$ cat src/design/ffha_pkg.sv
`timescale 1ns / 1ps

package ffha_pkg;

    localparam int SW = 20;
    localparam int OW = 21;
    localparam int LW = 20;
    localparam int KW = 2;
    localparam int STW = 2;
    localparam int AW = 22;
    localparam int IN_DW = 48;
    localparam int OUT_DW = 64;

    localparam int GRAN = 16;
    localparam int GRAN_M1 = 15;

    localparam logic [STW-1:0] ST_OK = 2'd0;
    localparam logic [STW-1:0] ST_OOM = 2'd1;
    localparam logic [STW-1:0] ST_NULL = 2'd2;
    localparam logic [STW-1:0] ST_UNKNOWN = 2'd3;

    typedef enum logic [KW-1:0] {
        K_ALLOC  = 2'd0,
        K_FREE   = 2'd1,
        K_RESIZE = 2'd2
    } kind_t;

    typedef struct packed {
        logic [SW-1:0] start;
        logic [SW-1:0] size;
        logic          free;
    } entry_t;

    typedef enum logic [4:0] {
        OP_NOP,
        OP_INIT,
        OP_LOAD,
        OP_SCAN_START,
        OP_SCAN,
        OP_CAP_NXT,
        OP_RES_OFF,
        OP_SAVE_OLD,
        OP_MOVE_OUT,
        OP_SHUP_START,
        OP_SHUP,
        OP_SPLIT_WR,
        OP_TAKE_WR,
        OP_REL_WR,
        OP_MRG_NEXT,
        OP_MRG_PREV,
        OP_SHDN,
        OP_PUBLISH
    } op_t;

    typedef struct packed {
        op_t            op;
        logic           fit;
        logic           st_we;
        logic [STW-1:0] st;
    } cmd_t;

    typedef struct packed {
        logic  hit;
        logic  miss;
        logic  has_nxt;
        logic  nxt_free;
        logic  has_prv;
        logic  prv_free;
        logic  keep;
        logic  absorb;
        logic  split_ok;
        logic  sweep_done;
        logic  out_free;
        logic  size_zero;
        logic  off_zero;
        logic [KW-1:0] kind;
    } sts_t;

endpackage

$ cat src/design/ffha_ctrl.sv
`timescale 1ns / 1ps

module ffha_ctrl (
    input  logic           aclk,
    input  logic           aresetn,
    input  logic           s_tvalid,
    output logic           s_tready,
    input  ffha_pkg::sts_t sts,
    output ffha_pkg::cmd_t cmd
);
    import ffha_pkg::*;

    typedef enum logic [17:0] {
        S_INIT  = 18'h00001,
        S_IDLE  = 18'h00002,
        S_DISP  = 18'h00004,
        S_SCAN0 = 18'h00008,
        S_SCAN  = 18'h00010,
        S_NXT   = 18'h00020,
        S_DEC   = 18'h00040,
        S_SHUP0 = 18'h00080,
        S_SHUP  = 18'h00100,
        S_SPLIT = 18'h00200,
        S_TAKE  = 18'h00400,
        S_REL   = 18'h00800,
        S_MNXT  = 18'h01000,
        S_SHDN1 = 18'h02000,
        S_PCHK  = 18'h04000,
        S_MPRV  = 18'h08000,
        S_SHDN2 = 18'h10000,
        S_DONE  = 18'h20000
    } state_t;

    typedef enum logic [3:0] {
        PH_FIT   = 4'b0001,
        PH_FIND  = 4'b0010,
        PH_MFIT  = 4'b0100,
        PH_MFIND = 4'b1000
    } phase_t;

    state_t state_reg, state_next;
    phase_t ph_reg, ph_next;
    logic   rel_reg, rel_next;

    always_comb begin
        state_next = state_reg;
        ph_next = ph_reg;
        rel_next = rel_reg;
        s_tready = 1'b0;
        cmd.op = OP_NOP;
        cmd.fit = (ph_reg == PH_FIT) || (ph_reg == PH_MFIT);
        cmd.st_we = 1'b0;
        cmd.st = ST_OK;
        unique case (state_reg)
            S_INIT: begin
                cmd.op = OP_INIT;
                state_next = S_IDLE;
            end
            S_IDLE: begin
                s_tready = 1'b1;
                if (s_tvalid) begin
                    cmd.op = OP_LOAD;
                    state_next = S_DISP;
                end
            end
            S_DISP: begin
                case (sts.kind)
                    K_ALLOC: begin
                        if (sts.size_zero) begin
                            cmd.st_we = 1'b1;
                            cmd.st = ST_NULL;
                            state_next = S_DONE;
                        end else begin
                            ph_next = PH_FIT;
                            state_next = S_SCAN0;
                        end
                    end
                    K_FREE: begin
                        if (sts.off_zero) begin
                            cmd.st_we = 1'b1;
                            cmd.st = ST_NULL;
                            state_next = S_DONE;
                        end else begin
                            ph_next = PH_FIND;
                            state_next = S_SCAN0;
                        end
                    end
                    K_RESIZE: begin
                        if (!sts.off_zero) begin
                            ph_next = PH_FIND;
                            state_next = S_SCAN0;
                        end else if (sts.size_zero) begin
                            cmd.st_we = 1'b1;
                            cmd.st = ST_NULL;
                            state_next = S_DONE;
                        end else begin
                            ph_next = PH_FIT;
                            state_next = S_SCAN0;
                        end
                    end
                    default: begin
                        cmd.st_we = 1'b1;
                        cmd.st = ST_NULL;
                        state_next = S_DONE;
                    end
                endcase
            end
            S_SCAN0: begin
                cmd.op = OP_SCAN_START;
                state_next = S_SCAN;
            end
            S_SCAN: begin
                cmd.op = OP_SCAN;
                if (sts.hit) begin
                    state_next = S_NXT;
                end else if (sts.miss) begin
                    state_next = S_DONE;
                    if (ph_reg == PH_FIND) begin
                        cmd.st_we = 1'b1;
                        cmd.st = ST_UNKNOWN;
                    end else if (ph_reg != PH_MFIND) begin
                        cmd.st_we = 1'b1;
                        cmd.st = ST_OOM;
                    end
                end
            end
            S_NXT: begin
                cmd.op = OP_CAP_NXT;
                state_next = S_DEC;
            end
            S_DEC: begin
                rel_next = 1'b1;
                if (ph_reg == PH_FIT || ph_reg == PH_MFIT) begin
                    if (ph_reg == PH_MFIT) begin
                        cmd.op = OP_MOVE_OUT;
                    end
                    state_next = sts.split_ok ? S_SHUP0 : S_TAKE;
                end else if (ph_reg == PH_MFIND || sts.kind == K_FREE) begin
                    state_next = S_REL;
                end else if (sts.size_zero) begin
                    cmd.st_we = 1'b1;
                    cmd.st = ST_NULL;
                    state_next = S_REL;
                end else if (sts.keep) begin
                    cmd.op = OP_RES_OFF;
                    state_next = S_DONE;
                end else if (sts.absorb) begin
                    cmd.op = OP_RES_OFF;
                    rel_next = 1'b0;
                    state_next = S_MNXT;
                end else begin
                    cmd.op = OP_SAVE_OLD;
                    ph_next = PH_MFIT;
                    state_next = S_SCAN0;
                end
            end
            S_SHUP0: begin
                cmd.op = OP_SHUP_START;
                state_next = S_SHUP;
            end
            S_SHUP: begin
                cmd.op = OP_SHUP;
                if (sts.sweep_done) begin
                    state_next = S_SPLIT;
                end
            end
            S_SPLIT: begin
                cmd.op = OP_SPLIT_WR;
                state_next = S_TAKE;
            end
            S_TAKE: begin
                cmd.op = OP_TAKE_WR;
                if (ph_reg == PH_MFIT) begin
                    ph_next = PH_MFIND;
                    state_next = S_SCAN0;
                end else begin
                    state_next = S_DONE;
                end
            end
            S_REL: begin
                cmd.op = OP_REL_WR;
                state_next = (sts.has_nxt && sts.nxt_free) ? S_MNXT : S_PCHK;
            end
            S_MNXT: begin
                cmd.op = OP_MRG_NEXT;
                state_next = S_SHDN1;
            end
            S_SHDN1: begin
                cmd.op = OP_SHDN;
                if (sts.sweep_done) begin
                    state_next = rel_reg ? S_PCHK : S_DONE;
                end
            end
            S_PCHK: begin
                state_next = (sts.has_prv && sts.prv_free) ? S_MPRV : S_DONE;
            end
            S_MPRV: begin
                cmd.op = OP_MRG_PREV;
                state_next = S_SHDN2;
            end
            S_SHDN2: begin
                cmd.op = OP_SHDN;
                if (sts.sweep_done) begin
                    state_next = S_DONE;
                end
            end
            S_DONE: begin
                if (sts.out_free) begin
                    cmd.op = OP_PUBLISH;
                    state_next = S_IDLE;
                end
            end
            default: begin
                state_next = S_INIT;
            end
        endcase
    end

    always_ff @(posedge aclk) begin
        if (!aresetn) begin
            state_reg <= S_INIT;
            ph_reg <= PH_FIT;
            rel_reg <= 1'b0;
        end else begin
            state_reg <= state_next;
            ph_reg <= ph_next;
            rel_reg <= rel_next;
        end
    end

endmodule

$ cat config.mk
export PLATFORM = sky130hd
export DESIGN_NAME = ffha_ctrl
export DESIGN_NICKNAME = d
export VERILOG_FILES = /design/src/design/ffha_pkg.sv /design/src/design/ffha_ctrl.sv
export SDC_FILE = /design/constraint.sdc
export NUM_CORES = 1
export LEC_CHECK = 0
export ABC_AREA = 1
export BUFFER_PORTS_ARGS = -buffer_cell sky130_fd_sc_hd__buf_2
export CORE_MARGIN = 1
export CORE_UTILIZATION = 52
export CTS_CLUSTER_SIZE = 8
export DETAILED_ROUTE_END_ITERATION = 7
export PLACE_DENSITY = 0.76
export SLEW_MARGIN = 20
export SYNTH_ARGS = -nofsm -noshare
export SYNTH_HDL_FRONTEND = slang
export SYNTH_SLANG_ARGS = --single-unit
$ cat constraint.sdc
create_clock -name aclk -period 1.6 [get_ports aclk]
set_input_delay 0.16 -clock aclk [delete_from_list [all_inputs] [get_ports aclk]]
set_output_delay 0.16 -clock aclk [all_outputs]
set_load 0.02 [all_outputs]
### Word level (Yosys, flattened, before mapping)

Index checks and enable logic that the tools add are counted.

| operators by class | value |
|---|---|
| reduce and logical (&&, ||, !) cells | 9 |
| muxes and demuxes | 59 |
| equal/unequal tests | 39 |

Operators with widths:

| cell | number |
|---|---|
| $pmux 18 s18 | 1 |
| $mux 18 | 17 |
| $pmux 5 s15 | 1 |
| $pmux 18 s3 | 1 |
| $mux 4 | 10 |
| $mux 3 | 11 |
| $pmux 4 s3 | 2 |
| $ne 2x2->1 const B | 11 |
| $eq 18x1->1 const B | 1 |
| $eq 18x10->1 const B | 1 |
| $eq 18x11->1 const B | 1 |
| $eq 18x12->1 const B | 1 |
| $eq 18x13->1 const B | 1 |
| $eq 18x14->1 const B | 1 |
| $eq 18x15->1 const B | 1 |
| $eq 18x16->1 const B | 1 |
| $eq 18x17->1 const B | 1 |
| $eq 18x18->1 const B | 1 |
| $eq 18x2->1 const B | 1 |
| $eq 18x3->1 const B | 1 |
| $eq 18x4->1 const B | 1 |
| $eq 18x5->1 const B | 1 |
| $eq 18x6->1 const B | 1 |
| $eq 18x7->1 const B | 1 |
| 25 further kinds | 37 |

| storage, ports and cells | value |
|---|---|
| logic and storage cells | 110 |
| register bits | 23 |
| input port bits | 18 |
| output and inout bits | 10 |

### Logic depth before layout (Yosys ltp)

| logic depth | value |
|---|---|
| depth after elaboration | 6 |
| gate-level depth with buffers | 13 |
| depth with buffers taken out | 12 |

### Least setup slack after synthesis

No wires, ideal clock.

| timing path | value |
|---|---|
| kind | register -> output |
| from | register state_reg[0] |
| to | output port cmd[1] in the netlist's numbering |
| path slack | -0.177 ns |
| cell stages (with the launch flop) | 8 |
| required time | 1.440 ns |
| arrival | 1.617 ns |
| cell sequence | dfxtp_1 > nor2_2 > nand2_2 > nor2_1 > nand3_2 > nor2_1 > nand2_1 > o21ai_0 |

RTL lines:

| element | RTL line | text |
|---|---|---|
| start, declared | ffha_ctrl.sv:41 | `state_t state_reg, state_next;` |
| start signal, assigned | ffha_ctrl.sv:225 | `state_reg <= state_next;` |
| end, declared | ffha_ctrl.sv:9 | `output ffha_pkg::cmd_t cmd` |

==> summary.txt <==
Final layout
  – Nets@finish: ~470
  – Filler Cells Inserted: 140
  – Area occupied by multi-input gates: ~1700 um^2
  – Register Area: slightly below 500 um^2
  – Highest-count cells in the layout ignoring fill and taps: buf_4 (68), nand2_1 (49), inv_1 (41), nor2_1 (38), nand3_1 (24)
  – Area growth from synthesis to layout: 66.8%
  – Final Instance Area: roughly 3400 um^2
  – Final core occ: 0.922
  – Largest register FFs: 18
  – Most common cell after layout, fill and taps aside: buf_4
  – ANT cells: 0
  – Layout cell share with drive strength beyond 1: 0.563
  – Fin cells: between 400 and 500

Outcome
  – Failing checks: setup timing
  – Outcome: complete, but fails checks

Floorplan
  – DIE WIDTH: roughly 65 um
  – Core region area: about 3700 um^2
  – Die area: ~4200 um^2
  – Cell row count: 22
  – Top Ports: 28
  – Die Y: ~65 um
  – Initial Util: 0.553

Power
  – Clock power share: 0.151
  – Sequential power share: 0.247
  – Net Sw Power: 1.23 mW
  – Power, Total: 2.63 mW
  – PD cells: just under 800 nW/um^2
  – Internal power: ~1.4 mW
  – Net Sw Frac: 0.466
  – LEAKAGE: around 1.7 nW
  – Gate power share: 0.601
  – VDD IR max: around 0.0005 V

Synth
  – Compound-Gate Fraction of Synth Area: 0.0591
  – Synthesized flop and latch total: 23
  – Top cells by area, synth: dfxtp_1 (22%), nand2_1 (13%), nor2_1 (10%), inv_1 (9.0%), nand3_1 (8.3%)
  – Yosys warns: 0
  – Synthesized area: roughly 2000 um^2
  – Synth Net Count: 353
  – Synth cell types: 31
  – Yosys top cell area share: 0.224
  – Largest family of logic cells by synthesized area: simple AND/OR/NAND/NOR gates
  – Simple-Gate Fraction of Synth Area: 0.577
  – Synth area leader: dfxtp_1
  – Avg Cell Area, Syn: approximately 6.2 um^2
  – Sequential-to-total area share from yosys stat: 0.224
  – Area share of fa/ha/maj cells after synthesis: 0.0244
  – Post-synthesis xor/xnor area fraction: 0
  – Mapped Cells: about 330
  – Mux contribution to synthesized area: 0

Clock tree
  – Clk sinks: 23
  – Clock Tree Buf Depth: 2
  – TritonCTS Buffers: 3
  – H-tree Lvls: 1
  – CTS tree: done
  – Worst-path clk slew: ~90 ps
  – Root Buffer: clkbuf_8
  – Worst-Skew Late Latency: a little under 300 ps

Drt
  – 1st-iter DRT viols: between 300 and 400
  – Routed vias/inst: roughly 6.4
  – DRC: 0
  – Total Wirelength: between 10,000 and 15,000 um
  – Routed vias: ~3,100
  – Final ANT Viol Nets: 0
  – 1st-pass router iterations: 5
  – Per-cell routed wire length: about 21 um

Critical path
  – Crit-path slowest cell: dfxtp_2
  – Max FO, Critical Path: 4
  – Critical path required time: about 1400 ps
  – Worst setup startpoint: state_reg[7]
  – Reg-to-reg startpoint: state_reg[11]
  – FF-to-FF setup slack: -390 ps
  – Crit. End Element: output port
  – Worst path max stage delay: ~350 ps
  – CP Data Arrival Time: 1940 ps
  – Setup crit start kind: flop
  – Worst-path cell chain: nor2_4 > nand3_2 > nor2_4 > inv_2 > nor2_4 > nand2_2 > nor3b_4 > nand3b_1 > buf_6
  – CP most frequent cell: nor2_4
  – WS Path Type: flop to output port

Placed design
  – Placed insts: between 400 and 500
  – Port Buf Inserts: 27
  – DP Area: 2680 um^2
  – Placer congestion estimate: ~1.0
  – HPWL Detailed: 5010 um

Worst hold path
  – Worst hold start: sts[6]
  – Worst hold path type: primary input to flop

Timing
  – Setup TNS: -9510 ps
  – Final worst setup slack: -501 ps
  – Tmin final: 2100 ps
  – Slew Limit Fails: 0
  – Worst-Margin Slew: between 400 and 500 ps
  – Final Hold Viols: 0
  – Fmax: 476 MHz
  – Worst slew margin: 0.718
  – Clock skew: approximately 6.2 ps
  – Final setup violation count: 30
  – Crit share post-route: 1.31
  – RSZ-0062 raised after global routing: true

GRT
  – Global routing's busiest layer: met2
  – Global-route wire length before repair: 12,200 um
  – GR Layer Usage met2: 0.663
  – Initial antenna violation count: 0
  – Largest net degree at the start of global routing: 14
  – Met3 Use GR: 0.0599
  – GR Util met1: 0.429
  – Global Route Usage Sum: 0.381
  – Grt total ovfl: 0
  – Vias in the first global route: around 2,700

Flow run
  – Max-Cap Viols: 0
## kinds of logic after synthesis
logic type      after synthesis
buf+inv                      55
flops                        23
simple gates                228
fa+ha+maj                     4
compound gates               21
## final cells by class
class | count | share of cell area
Clock buffer | 3 | 0.0121
Clock inverter | 1 | 0.00146
Inverter | 51 | 0.0581
Multi-Input combinational cell | 255 | 0.508
Sequential cell | 23 | 0.141
Tap cell | 48 | 0.0175
Timing Repair Buffer | 111 | 0.262
## cells in the mapped netlist
master	instances
or2_2	1
a21oi_1	6
o21ai_1	1
o21ai_0	9
nor2_1	56
nor2_4	6
nand3_4	2
nor3_2	2
nand3_2	3
inv_2	2
nor4_1	2
nand2_2	6
nand3b_1	2
buf_4	1
buf_8	1
inv_1	49
nand2_4	3
buf_6	2
nor2_2	17
a221oi_1	1
nor3b_1	4
a22oi_1	1
nand2_1	69
o2111ai_1	2
nand3_1	34
o31ai_1	1
nor2_8	2
dfxtp_1	23
ha_1	4
nor3_1	6
nand4_1	13
## path summary, 6_finish.rpt
path	end	cells past startpoint
worst min register to register	ph_reg[2]	2
worst min-delay path	state_reg[7]	3
worst max register to register	state_reg[16]	12
worst max-delay path	cmd[4]	9
## power groups by stage
stage          Sequential, mW  Clock (mW)  Combinational [mW]
2_1_floorplan           0.642           0               0.671
3_3_place_gp            0.641           0               0.996
3_5_place_dp            0.644           0                1.02
4_1_cts                 0.640       0.382                1.21
5_1_grt                 0.649       0.410                1.63
6_report                0.651       0.399                1.58
## through the flow
step / hold slack [ps] / setup WS, ps
final: 136 / -501
after global routing: 138 / -549
after CTS: 154 / -353
after detailed placement: 426 / -242
after global placement: 426 / -193
after floorplan: 244 / -33.0
## metal layers
metal | share of wire | vias to the layer above
met1 | 0.34 | 1398
li1 | - | 1292
met3 | 0.11 | 122
met4 | 0.094 | 0
met2 | 0.45 | 327
met5 | 0 | -
## worst max-delay path: cells and delay by family (launching register included)
kind / cells / cell delay (ps)
and+or+nand+nor: 7 / 1090
DFF: 1 / 350
buffers and inverters: 2 / 220
## what timing repair did
item / CTS / global route
setup endpoints to repair: 29 / 31
gates cloned: 2 / 0
setup buffers: 11 / 15
resized for setup: 64 / 92
hold buffers: 0 / 0
pin swaps: 32 / 39
No activity file was read; power rests on OpenSTA's default activity.
